## config.mk

```make
export PLATFORM = sky130hd
export DESIGN_NAME = rpqs_ctrl
export DESIGN_NICKNAME = d
export VERILOG_FILES = /design/src/rtl/rpqs_pkg.sv /design/src/rtl/rpqs_ctrl.sv
export VERILOG_INCLUDE_DIRS = /design/src /design/src/rtl
export SDC_FILE = /design/constraint.sdc
export NUM_CORES = 1
export LEC_CHECK = 0
export BUFFER_PORTS_ARGS = -buffer_cell sky130_fd_sc_hd__buf_4
export CORE_AREA = 5 5 118 120
export CTS_BUF_LIST = sky130_fd_sc_hd__clkbuf_8 sky130_fd_sc_hd__clkbuf_16
export DETAILED_ROUTE_END_ITERATION = 12
export DIE_AREA = 0 0 123 125
export PLACE_DENSITY = 0.79
export SYNTH_ARGS = -nofsm -noshare
export SYNTH_HDL_FRONTEND = slang
export SYNTH_SLANG_ARGS = --single-unit
```

## constraint.sdc

```tcl
create_clock -name clk -period 3.6 [get_ports clk]
set_input_delay 0.36 -clock clk [delete_from_list [all_inputs] [get_ports clk]]
set_output_delay 0.36 -clock clk [all_outputs]
set_load 0.05 [all_outputs]
```

## src/rtl/assert_macros.svh

```systemverilog
// Assertion helpers used by rpqs_ctrl.
// Each use names its label, its property and its message.
`ifndef ASSERT_MACROS_SVH
`define ASSERT_MACROS_SVH

// Check on every rising edge of clk, skipped while rst_n is low.
`define RPQS_ASSERT(lbl, prop, msg) \
  lbl: assert property (@(posedge clk) disable iff (!rst_n) prop) else $error(msg);

// Check on every rising edge of clk, reset cycles included.
`define RPQS_ASSERT_ALWAYS(lbl, prop, msg) \
  lbl: assert property (@(posedge clk) prop) else $error(msg);

`endif

```

## src/rtl/rpqs_pkg.sv

```systemverilog
`timescale 1ns / 1ps
`default_nettype none
// ----------------------------------------------------------------------------
// rpqs_pkg
// Shared widths, command codes and constants of the range predecessor store.
// ----------------------------------------------------------------------------
package rpqs_pkg;

  localparam int POS_W = 10;
  localparam int VAL_W = 31;
  localparam int ANS_W = 32;

  localparam int DEPTH_DEFAULT = 1024;

  localparam logic CMD_WRITE = 1'b0;
  localparam logic CMD_QUERY = 1'b1;

  // Answer given when no stored value in the range lies below the key
  localparam logic [ANS_W-1:0] ANS_NONE = {ANS_W{1'b1}};

endpackage
`default_nettype wire

```

## src/rtl/rpqs_ctrl.sv

```systemverilog
`timescale 1ns / 1ps
`default_nettype none
// ----------------------------------------------------------------------------
// rpqs_ctrl
// Command decode, scan sequencer, running best below the key and result
// register.
// ----------------------------------------------------------------------------
module rpqs_ctrl #(
  parameter int DEPTH = rpqs_pkg::DEPTH_DEFAULT
) (
  input  wire logic                       clk,
  input  wire logic                       rst_n,
  input  wire logic                       in_valid,
  output logic                            in_ready,
  input  wire logic                       in_command,
  input  wire logic [rpqs_pkg::POS_W-1:0] in_position,
  input  wire logic [rpqs_pkg::VAL_W-1:0] in_value,
  input  wire logic [rpqs_pkg::POS_W-1:0] in_range_start,
  input  wire logic [rpqs_pkg::POS_W-1:0] in_range_end,
  input  wire logic [rpqs_pkg::VAL_W-1:0] in_key,
  output logic                            out_valid,
  input  wire logic                       out_ready,
  output logic      [rpqs_pkg::ANS_W-1:0] out_answer,
  output logic                            mem_we,
  output logic      [$clog2(DEPTH)-1:0]   mem_waddr,
  output logic      [rpqs_pkg::VAL_W-1:0] mem_wdata,
  output logic                            mem_re,
  output logic      [$clog2(DEPTH)-1:0]   mem_raddr,
  input  wire logic [rpqs_pkg::VAL_W-1:0] mem_rdata
);
  import rpqs_pkg::*;
  `include "assert_macros.svh"

  localparam int AW = $clog2(DEPTH);
  localparam int CW = (AW > POS_W) ? AW : POS_W;
  localparam logic [CW-1:0] LAST_POS = CW'(DEPTH - 1);

  localparam logic [1:0] ST_IDLE  = 2'd0;
  localparam logic [1:0] ST_SCAN  = 2'd1;
  localparam logic [1:0] ST_DRAIN = 2'd2;
  localparam logic [1:0] ST_DONE  = 2'd3;

  logic [1:0]       state_r;
  logic [1:0]       state_nxt;
  logic [AW-1:0]    addr_r;
  logic [AW-1:0]    end_r;
  logic [VAL_W-1:0] key_r;
  logic [VAL_W-1:0] best_r;
  logic             found_r;
  logic             rd_vld_r;
  logic             out_valid_r;
  logic [ANS_W-1:0] out_answer_r;

  logic          accept;
  logic          is_query;
  logic [CW-1:0] pos_ext;
  logic [CW-1:0] start_ext;
  logic [CW-1:0] end_ext;
  logic [CW-1:0] end_clamp;
  logic          range_empty;
  logic          last_issue;
  logic          hit;
  logic          load_out;

  // Decode the incoming command and clamp the range to the store
  assign in_ready    = (state_r == ST_IDLE);
  assign accept      = in_valid && in_ready;
  assign is_query    = (in_command == CMD_QUERY);
  assign pos_ext     = CW'(in_position);
  assign start_ext   = CW'(in_range_start);
  assign end_ext     = CW'(in_range_end);
  assign end_clamp   = (end_ext > LAST_POS) ? LAST_POS : end_ext;
  assign range_empty = (start_ext > end_clamp);

  // Write path: positions beyond the store are dropped
  assign mem_we    = accept && (in_command == CMD_WRITE) && (pos_ext <= LAST_POS);
  assign mem_waddr = pos_ext[AW-1:0];
  assign mem_wdata = in_value;

  // Scan path: one read per cycle, compared in the following cycle
  assign mem_re     = (state_r == ST_SCAN);
  assign mem_raddr  = addr_r;
  assign last_issue = (addr_r == end_r);
  assign hit        = rd_vld_r && (mem_rdata < key_r) && (!found_r || (mem_rdata > best_r));
  assign load_out   = (state_r == ST_DONE) && (!out_valid_r || out_ready);

  // Advance the sequencer
  always_comb begin
    state_nxt = state_r;
    unique case (state_r)
      ST_IDLE: begin
        if (accept && is_query) begin
          state_nxt = range_empty ? ST_DONE : ST_SCAN;
        end
      end
      ST_SCAN: begin
        if (last_issue) begin
          state_nxt = ST_DRAIN;
        end
      end
      ST_DRAIN: begin
        state_nxt = ST_DONE;
      end
      ST_DONE: begin
        if (load_out) begin
          state_nxt = ST_IDLE;
        end
      end
      default: begin
        state_nxt = ST_IDLE;
      end
    endcase
  end

  // Control registers
  always_ff @(posedge clk) begin
    if (!rst_n) begin
      state_r     <= ST_IDLE;
      rd_vld_r    <= 1'b0;
      found_r     <= 1'b0;
      out_valid_r <= 1'b0;
    end else begin
      state_r  <= state_nxt;
      rd_vld_r <= mem_re;
      if (accept && is_query) begin
        found_r <= 1'b0;
      end else if (hit) begin
        found_r <= 1'b1;
      end
      if (load_out) begin
        out_valid_r <= 1'b1;
      end else if (out_ready) begin
        out_valid_r <= 1'b0;
      end
    end
  end

  // Payload registers: scan bounds, key, running best, result
  always_ff @(posedge clk) begin
    if (accept && is_query) begin
      key_r  <= in_key;
      addr_r <= start_ext[AW-1:0];
      end_r  <= end_clamp[AW-1:0];
    end else if (mem_re && !last_issue) begin
      addr_r <= addr_r + AW'(1);
    end
    if (hit) begin
      best_r <= mem_rdata;
    end
    if (load_out) begin
      out_answer_r <= found_r ? {1'b0, best_r} : ANS_NONE;
    end
  end

  assign out_valid  = out_valid_r;
  assign out_answer = out_answer_r;

  `RPQS_ASSERT(a_rd_in_scan, rd_vld_r |-> (state_r == ST_SCAN || state_r == ST_DRAIN), "read data outside a scan")
  `RPQS_ASSERT(a_addr_bound, (state_r == ST_SCAN) |-> (addr_r <= end_r), "scan address past range end")
  `RPQS_ASSERT(a_load_shows, load_out |=> out_valid_r, "result load not shown")
  `RPQS_ASSERT(a_no_wr_scan, mem_we |-> !(rd_vld_r || mem_re), "write during a scan")
  `RPQS_ASSERT_ALWAYS(a_best_below, (rst_n && found_r) |-> (best_r < key_r), "best not below key")

endmodule
`default_nettype wire

```

### After elaboration in Yosys (flattened, before gate mapping)

Cells that the tools add are included.

| operators by class | value |
|---|---|
| add/subtract/negate cells | 1 |
| order comparisons | 5 |
| equal/unequal tests | 7 |
| mux-type cells | 11 |
| bitwise operators | 2 |
| reduce and logical (&&, ||, !) cells | 18 |

Operator list:

| operator | number |
|---|---|
| 32-bit 2-to-1 mux | 1 |
| 31-bit greater-than comparator | 1 |
| 31-bit less-than comparator | 1 |
| 10-bit 2-to-1 mux | 3 |
| 10-bit by 1-bit adder with 10-bit output (second input constant) | 1 |
| 10-bit == test | 1 |
| 10-bit greater-than comparator | 1 |
| 10-bit greater-than comparator (second input constant) | 1 |
| 10-bit <= comparator (second input constant) | 1 |
| 1-bit logical AND | 8 |
| 2-bit 2-to-1 mux | 4 |
| 2-bit case mux with 4 select lines | 1 |
| 2-bit == test (second input constant) | 2 |
| 2-bit by 1-bit != test with 1-bit output (second input constant) | 2 |
| 2-bit nonzero test | 2 |
| 1-bit zero test | 3 |
| 3-bit AND reduction | 1 |
| 2-bit by 1-bit == test with 1-bit output (second input constant) | 1 |
| 2-bit zero test | 1 |
| 1-bit logical OR | 2 |
| 1-bit 2-to-1 mux | 2 |
| 2-bit != test (second input constant) | 1 |
| 1-bit inverter | 2 |
| 2-bit OR reduction | 1 |

| word-level totals | value |
|---|---|
| register bits after elaboration | 119 |
| input bits | 128 |
| output and inout bits | 87 |
| word-level logic and storage cells | 54 |

### Depth between registers and ports, before layout

Gate-level depths: netlist of the first run.

| depth | value |
|---|---|
| depth after elaboration | 6 |
| gate-level depth with buffers | 8 |
| gate-level depth less buffers | 8 |

### Worst setup path before layout of the first run

OpenSTA, ideal clock, no wires.

| timing path | value |
|---|---|
| path type | flip-flop to flip-flop |
| start | register state_r[0] |
| end | register end_r[0] (enable) |
| library setup time | 0.395 ns |
| arrival time | 2.292 ns |
| required time | 3.205 ns |
| slack | 0.912 ns |
| cell stages (with the launch flop) | 6 |
| buffers on the path | 1 |
| clock period less this slack | 2.688 ns |
| cells stage by stage | dfxtp_1 -> inv_1 -> ha_1 -> nand3_1 -> clkbuf_1 -> inv_1 |

| between the ends | value |
|---|---|
| longest elaborated chain between the ends | 3 |

RTL lines:

| element | line | RTL |
|---|---|---|
| start: declaration | rpqs_ctrl.sv:43 | `logic [1:0] state_r;` |
| start signal: assignment | rpqs_ctrl.sv:123 | `state_r <= state_nxt;` |
| 2-bit zero test | rpqs_ctrl.sv:66 | `assign in_ready = (state_r == ST_IDLE);` |
| net in_ready | rpqs_ctrl.sv:14 | `output logic in_ready,` |
| 1-bit logical AND | rpqs_ctrl.sv:67 | `assign accept = in_valid && in_ready;` |
| 1-bit logical AND | rpqs_ctrl.sv:140 | `if (accept && is_query) begin` |
| end signal: assignment | rpqs_ctrl.sv:143 | `end_r <= end_clamp[AW-1:0];` |
| end: declaration | rpqs_ctrl.sv:46 | `logic [AW-1:0] end_r;` |

The timed path passes the listed nets, and every way through them passes these cells.
A chain may end at the register's enable or synchronous reset.

### Worst setup path in the final report of the first run

| timing path | value |
|---|---|
| start | register key_r[26] |
| end | register best_r[23] (enable) |

| between the ends | value |
|---|---|
| longest elaborated chain between the ends | 3 |

RTL lines:

| element | line | RTL |
|---|---|---|
| start: declaration | rpqs_ctrl.sv:47 | `logic [VAL_W-1:0] key_r;` |
| start signal: assignment | rpqs_ctrl.sv:141 | `key_r <= in_key;` |
| 31-bit less-than comparator | rpqs_ctrl.sv:84 | `assign hit = rd_vld_r && (mem_rdata < key_r) && (!found_r \|\| (mem_rdata > best_r));` |
| 1-bit logical AND (2 in series) | rpqs_ctrl.sv:84 |  |
| net hit | rpqs_ctrl.sv:62 | `logic hit;` |
| end signal: assignment | rpqs_ctrl.sv:148 | `best_r <= mem_rdata;` |
| end: declaration | rpqs_ctrl.sv:48 | `logic [VAL_W-1:0] best_r;` |

The timed path passes the listed nets, and every way through them passes these cells.

==> impl_metrics.toml, run 1 <==
[die]
die_area_um2 = 15400
core_area_um2 = 12900
chipWidth_um = 123
rows = 42
ioPinCount = 215
initial_core_util_pct = 48.9
die_h_um = 125

[detailed_routing]
detail-route-antenna-nets = 0
drc = 0
vias_per_cell = 5.17
vias = 4248
drt-pass1-iter-count = 4
first_iter_violations = 226
wl_mm = 13.8
routedWlPerCell_um = 16.8

[synth]
synthCells = 537
yosysWarningCount = 0
syn_avg_cell_area_um2 = 11.7
ys.flop_type = "edfxtp_1"
synth_edf_count = 114
seq_area_frac_synth_pct = 55.9
async_flop_share_pct = 0
synth_nets = 741
synth_cell_type_count = 38
synth_area_um2 = 6300
synth-seq-cells = 119

[cts]
path_clk_slew_ns = 0.05
cts-htree-levels = 4
root_buffer = "clkbuf_16"
clock-sinks = 119
cts_buffers = 17
cts_resized = 0
post_cts_buffers = 0
ctsHoldBuffers = 0
cts_buffer_depth = 2
insertion_delay_ns = 0.41
cts_tree = "built"

[grt]
grt_pass1_wl_mm = 22.0
grt_pass1_vias = 4481
grt_antenna_before_repair = 0
grt.overflow.total = 0
grt_max_degree = 39
globalRouteTotalUtil_pct = 18.7

[timing]
fin_ws_ns = 0.807
slew_violations = 0
slew_headroom_pct = 37.1
rsz0062_at_grt = "false"
fin_crit_sh_pct = 77.6
hold_viol_final = 0
fmaxAchievable_ghz = 0.358
setup_viol = 0
setup-tns-final_ns = 0
min_period_ns = 2.79
skew_ns = 0.0109
worst_pin_slew_ns = 0.941
timing.hold.ws_ns = 0.121

[placement]
postPlaceCellArea_um2 = 7190
io_buffers = 132
hpwl_mm = 10.7
dp.cells = 792
place_congestion = 0.861
dp_slack_ns = 0.653

[setup_path]
cp_max_fo = 24
slowest_delay_ns = 0.45
worst_path_most_repeated_cell = "o21ai_0"
cpLargestDelayFamily = "compound AO/OA/AOI/OAI gates"
r2r_cells = 9
worstSetupPathType = "flip-flop to flip-flop"
crit_path_start_kind = "flip-flop"
path_cells = "inv_1, ha_1, a21oi_1, o21ai_0, a221oi_1, o21ai_0, o21ai_1, o211a_1, buf_12"
critical_path_required_ns = 3.71
cp_num_cells = 9
r2r-end = "best_r[23]"
crit_buf_inv = 2
crit_slowest_cell = "a221oi_1"
cp-end-kind = "flip-flop"
rrSetupSlack_ns = 0.81
critPathCapture = "best_r[23]"
crit_start = "key_r[26]"
arrival_ns = 2.90
r2r-start = "key_r[26]"

[cells_and_area]
instances_no_fill = 822
diodes = 0
area_growth_pct = 22.2
layout-drive-gt1-share_pct = 25.2
fin_nets = 839
fin_area_um2 = 7700

[pwr]
leakagePower_nw = 3.32
cellPowerDensity_nw_per_um2 = 592
ir_drop_mv = 0.378

[flow_run]
maxCapViolCount = 0

[min_path]
hp-class = "primary input to flip-flop"

[outcome]
status = "finished, final reports clean"
## layout make-up
class / instances / area, µm²
tap: 176 / 220
inverter: 81 / 304
fill: 1045 / 5180
multi-input combinational: 280 / 2110
clock buffer: 17 / 425
sequential: 119 / 3520
clock inverter: 13 / 78.8
timing repair buffer: 136 / 1030
## worst min path at each step
stage                      start              to  slack [ns]  cells past startpoint
floorplan           mem_rdata[0]       best_r[0]        0.46                      0
global placement      best_r[19]  out_answer[19]        0.51                      2
detailed placement    best_r[15]  out_answer[15]        0.51                      2
CTS                    in_key[8]        key_r[8]        0.10                      1
global route           in_key[8]        key_r[8]        0.10                      1
finish                 in_key[0]        key_r[0]        0.12                      1
## kinds of logic after synthesis
logic type                 synth area share [%]
AOI/OAI and AO/OA                          7.31
and+or+nand+nor                            8.22
xor gates and xnor gates                   2.62
muxes                                     0.179
DFF                                        55.9
buffers and inverters                      10.7
adders and majority gates                  15.1
## layer usage
metal / vias to the layer above / wire [µm] / global-route usage (%)
met5: - / 0 / 0
met4: 0 / 342 / 8.27
met3: 37 / 1210 / 6.73
met2: 191 / 7040 / 31.2
met1: 1977 / 5260 / 21.4
li1: 2043 / - / -
## power by group
part	total, mW	switching, mW	internal, mW
Clock	1.46	0.548	0.909
Combinational	1.18	0.748	0.437
Sequential	1.91	0.141	1.77
## registers in the layout (all words and copies together) (netlist names)
register,flops
key_r,31
found_r,1
best_r,31
out_answer,32
state_r,2
end_r,10
out_valid,1
rd_vld_r,1
mem_raddr,10
## cell usage after synthesis, drive strengths merged (2+ instances only)
cell,number,area [µm²]
a2111oi,3,26.3
a211oi,5,37.5
a21o,4,30.0
a21oi,34,170
a221oi,3,26.3
buf,41,308
clkbuf,16,60.1
dfxtp,5,100
edfxtp,114,3420
ha,76,951
inv,81,304
nand2,48,180
nand2b,4,25.0
nand3,11,55.1
nand4,16,100
nor2,19,71.3
nor2b,3,18.8
nor3,3,15.0
nor4,5,31.3
o211a,2,20.0
o211ai,2,15.0
o21ai,12,60.1
xnor2,13,121
xor2,5,43.8
## cell usage in the layout, fill, tap and decap left out, drive strengths merged
| cell | n |
|---|---|
| o221a | 1 |
| a21o | 4 |
| xnor2 | 13 |
| buf | 136 |
| a221oi | 3 |
| nand3b | 1 |
| a2111oi | 3 |
| a211oi | 5 |
| nand4 | 16 |
| o211ai | 2 |
| nor4 | 5 |
| nand2b | 4 |
| o41ai | 1 |
| bufinv | 1 |
| nand2 | 48 |
| ha | 76 |
| clkbuf | 17 |
| inv | 87 |
| and3 | 1 |
| a21oi | 34 |
| o21ai | 12 |
| nand3 | 11 |
| nor2b | 3 |
| edfxtp | 114 |
| a211o | 1 |
| mux2 | 1 |
| dfxtp | 5 |
| o211a | 2 |
| a22oi | 1 |
| xor2 | 5 |
| nor3 | 3 |
| o21a | 1 |
| nor2 | 19 |
| a41oi | 1 |
| o31a | 1 |
| a31oi | 1 |
| clkinv | 6 |
| and2 | 1 |
## metrics by stage
| step | util (%) | power (mW) |
|---|---|---|
| after detailed placement | 55.9 | 3.12 |
| after global routing | 59.8 | 4.79 |
| after floorplan | - | 2.82 |
| after CTS | 59.8 | 4.60 |
| final | 59.8 | 4.55 |
| after global placement | 55.9 | 3.07 |
No activity file was read; power rests on OpenSTA's default activity.
==> run 2: changes to the inputs <==
CORE_AREA = 5 5 124 126   (was 5 5 118 120)
DIE_AREA = 0 0 129 131   (was 0 0 123 125)
PLACE_DENSITY = 0.75   (was 0.79)
clock period = 2.3 ns   (was 3.6 ns; I/O delays follow)
==> impl_metrics.toml, run 2 (synthesis gave the netlist of run 1 again) <==
[cts]
cts_tree = "built"
clock-sinks = 119
cts-htree-levels = 4
path_clk_slew_ns = 0.05
insertion_delay_ns = 0.41
root_buffer = "clkbuf_16"
cts_buffers = 17
cts_buffer_depth = 2

[pwr]
ir_drop_mv = 1.05
cellPowerDensity_nw_per_um2 = 860
leakagePower_nw = 3.66

[cells_and_area]
diodes = 0
area_growth_pct = 36.0
most-common-layout-cells = "160 x buf_4, 114 x edfxtp_1, 80 x inv_1"
layout-drive-gt1-share_pct = 29.0
instances_no_fill = 909
layout_commonest_cell = "buf_4"
fin_nets = 919
largest_reg_flops = 32

[detailed_routing]
wl_met2_mm = 7.72
first_iter_violations = 231
wl_mm = 15.0
vias = 4570
routedWlPerCell_um = 16.5
detail-route-antenna-nets = 0
drc = 0
drt-pass1-iter-count = 4
highest_layer = "met4"
vias_per_cell = 5.03
dr_wl_met3_mm = 1.09
wl_met1_mm = 5.69

[outcome]
failed_checks = "setup timing"
status = "finished, violations left"

[timing]
slew_headroom_pct = 69.6
skew_ns = 0.00501
hold_viol_final = 0
fmaxAchievable_ghz = 0.423
slew_violations = 0
setup_viol = 31
fin_ws_ns = -0.0652
rsz0062_at_grt = "true"
min_period_ns = 2.37
fin_crit_sh_pct = 103
worst_pin_slew_ns = 0.455

[grt]
grt_antenna_before_repair = 0
grt_pass1_wl_mm = 23.2
grt_pass1_vias = 4875
globalRouteTotalUtil_pct = 18.1
grt_max_degree = 33
grt.overflow.total = 0

[placement]
place_congestion = 0.880
hpwl_mm = 10.7
dp_slack_ns = -0.486
io_buffers = 132
dp.cells = 823

[die]
die_area_um2 = 16900
initial_core_util_pct = 44.4
core_area_um2 = 14200
die_h_um = 131
rows = 44
chipWidth_um = 129
ioPinCount = 215

[setup_path]
worst_path_most_repeated_cell = "o21ai_1"
arrival_ns = 2.48
crit_slowest_cell = "a221oi_2"
path_cells = "inv_1, ha_1, a21oi_2, o21ai_1, a221oi_2, o21ai_1, o21ai_2, buf_6, o211a_4"
cp_max_fo = 7
crit_path_start_kind = "flip-flop"
cp-end-kind = "flip-flop"
worstSetupPathType = "flip-flop to flip-flop"
slowest_delay_ns = 0.41
critical_path_required_ns = 2.42

[flow_run]
maxCapViolCount = 0

[min_path]
hp-class = "primary input to flip-flop"
==> run 2: power breakdown <==
part	switching, mW	leakage, nW	internal (mW)
logic	1.26	2.36	0.848
registers	0.211	1.04	2.77
clock network	0.861	0.257	1.42
==> run 2: layout make-up <==
cell class                 instances  area [µm²]
fill                            1082        5640
sequential                       119        3520
multi-input combinational        282        2250
timing repair buffer             214        1760
clock buffer                      17         425
inverter                          81         308
tap                              184         230
clock inverter                    12        73.8
==> run 2: what timing repair did <==
action / 4_1_cts / 5_1_grt
endpoints found under the setup margin: 31 / 32
setup buffers: 6 / 1
resized for setup: 19 / 8
endpoints found under the hold margin: 42 / 7
hold buffers: 42 / 7
pin swaps: 9 / 8
cloned: 2 / 0
==> run 2: per-layer routing <==
metal  up-vias  global-route usage, %
met1      2154                   19.5
met3        37                   6.42
met2       169                   31.8
met4         0                   8.77
li1       2210                      -
met5         -                      0
==> run 2: path summary, 6_finish.rpt <==
check	startpoint	slack, ns	cells past startpoint	endpoint
worst max-delay path	key_r[24]	-0.07	9	best_r[12]
worst min-delay path	mem_rdata[21]	0.02	1	best_r[21]
worst max register to register	key_r[24]	-0.07	9	best_r[12]
worst min register to register	best_r[11]	0.52	2	out_answer[11]
==> run 2: critical path, delay by kind of cell, from the launching register on <==
family,cells,cell delay (ns)
buffers and inverters,2,0.21
adders and majority gates,1,0.25
AOI/OAI and AO/OA,6,1.24
DFF,1,0.36
==> run 2: stage by stage <==
stage                     hold slack (ns)  cell area (µm²)  power, mW  util (%)  TNS [ns]
after floorplan                     0.329             6320       4.42         -         0
after global placement              0.409             7380       4.86      51.9    -11.92
after detailed placement            0.409             7380       4.94      51.9    -15.02
after CTS                        0.000819             8460       7.39      59.5  -0.00917
after global routing              0.00119             8570       7.76      60.3     -4.16
final                              0.0227             8570       7.37      60.3     -1.48
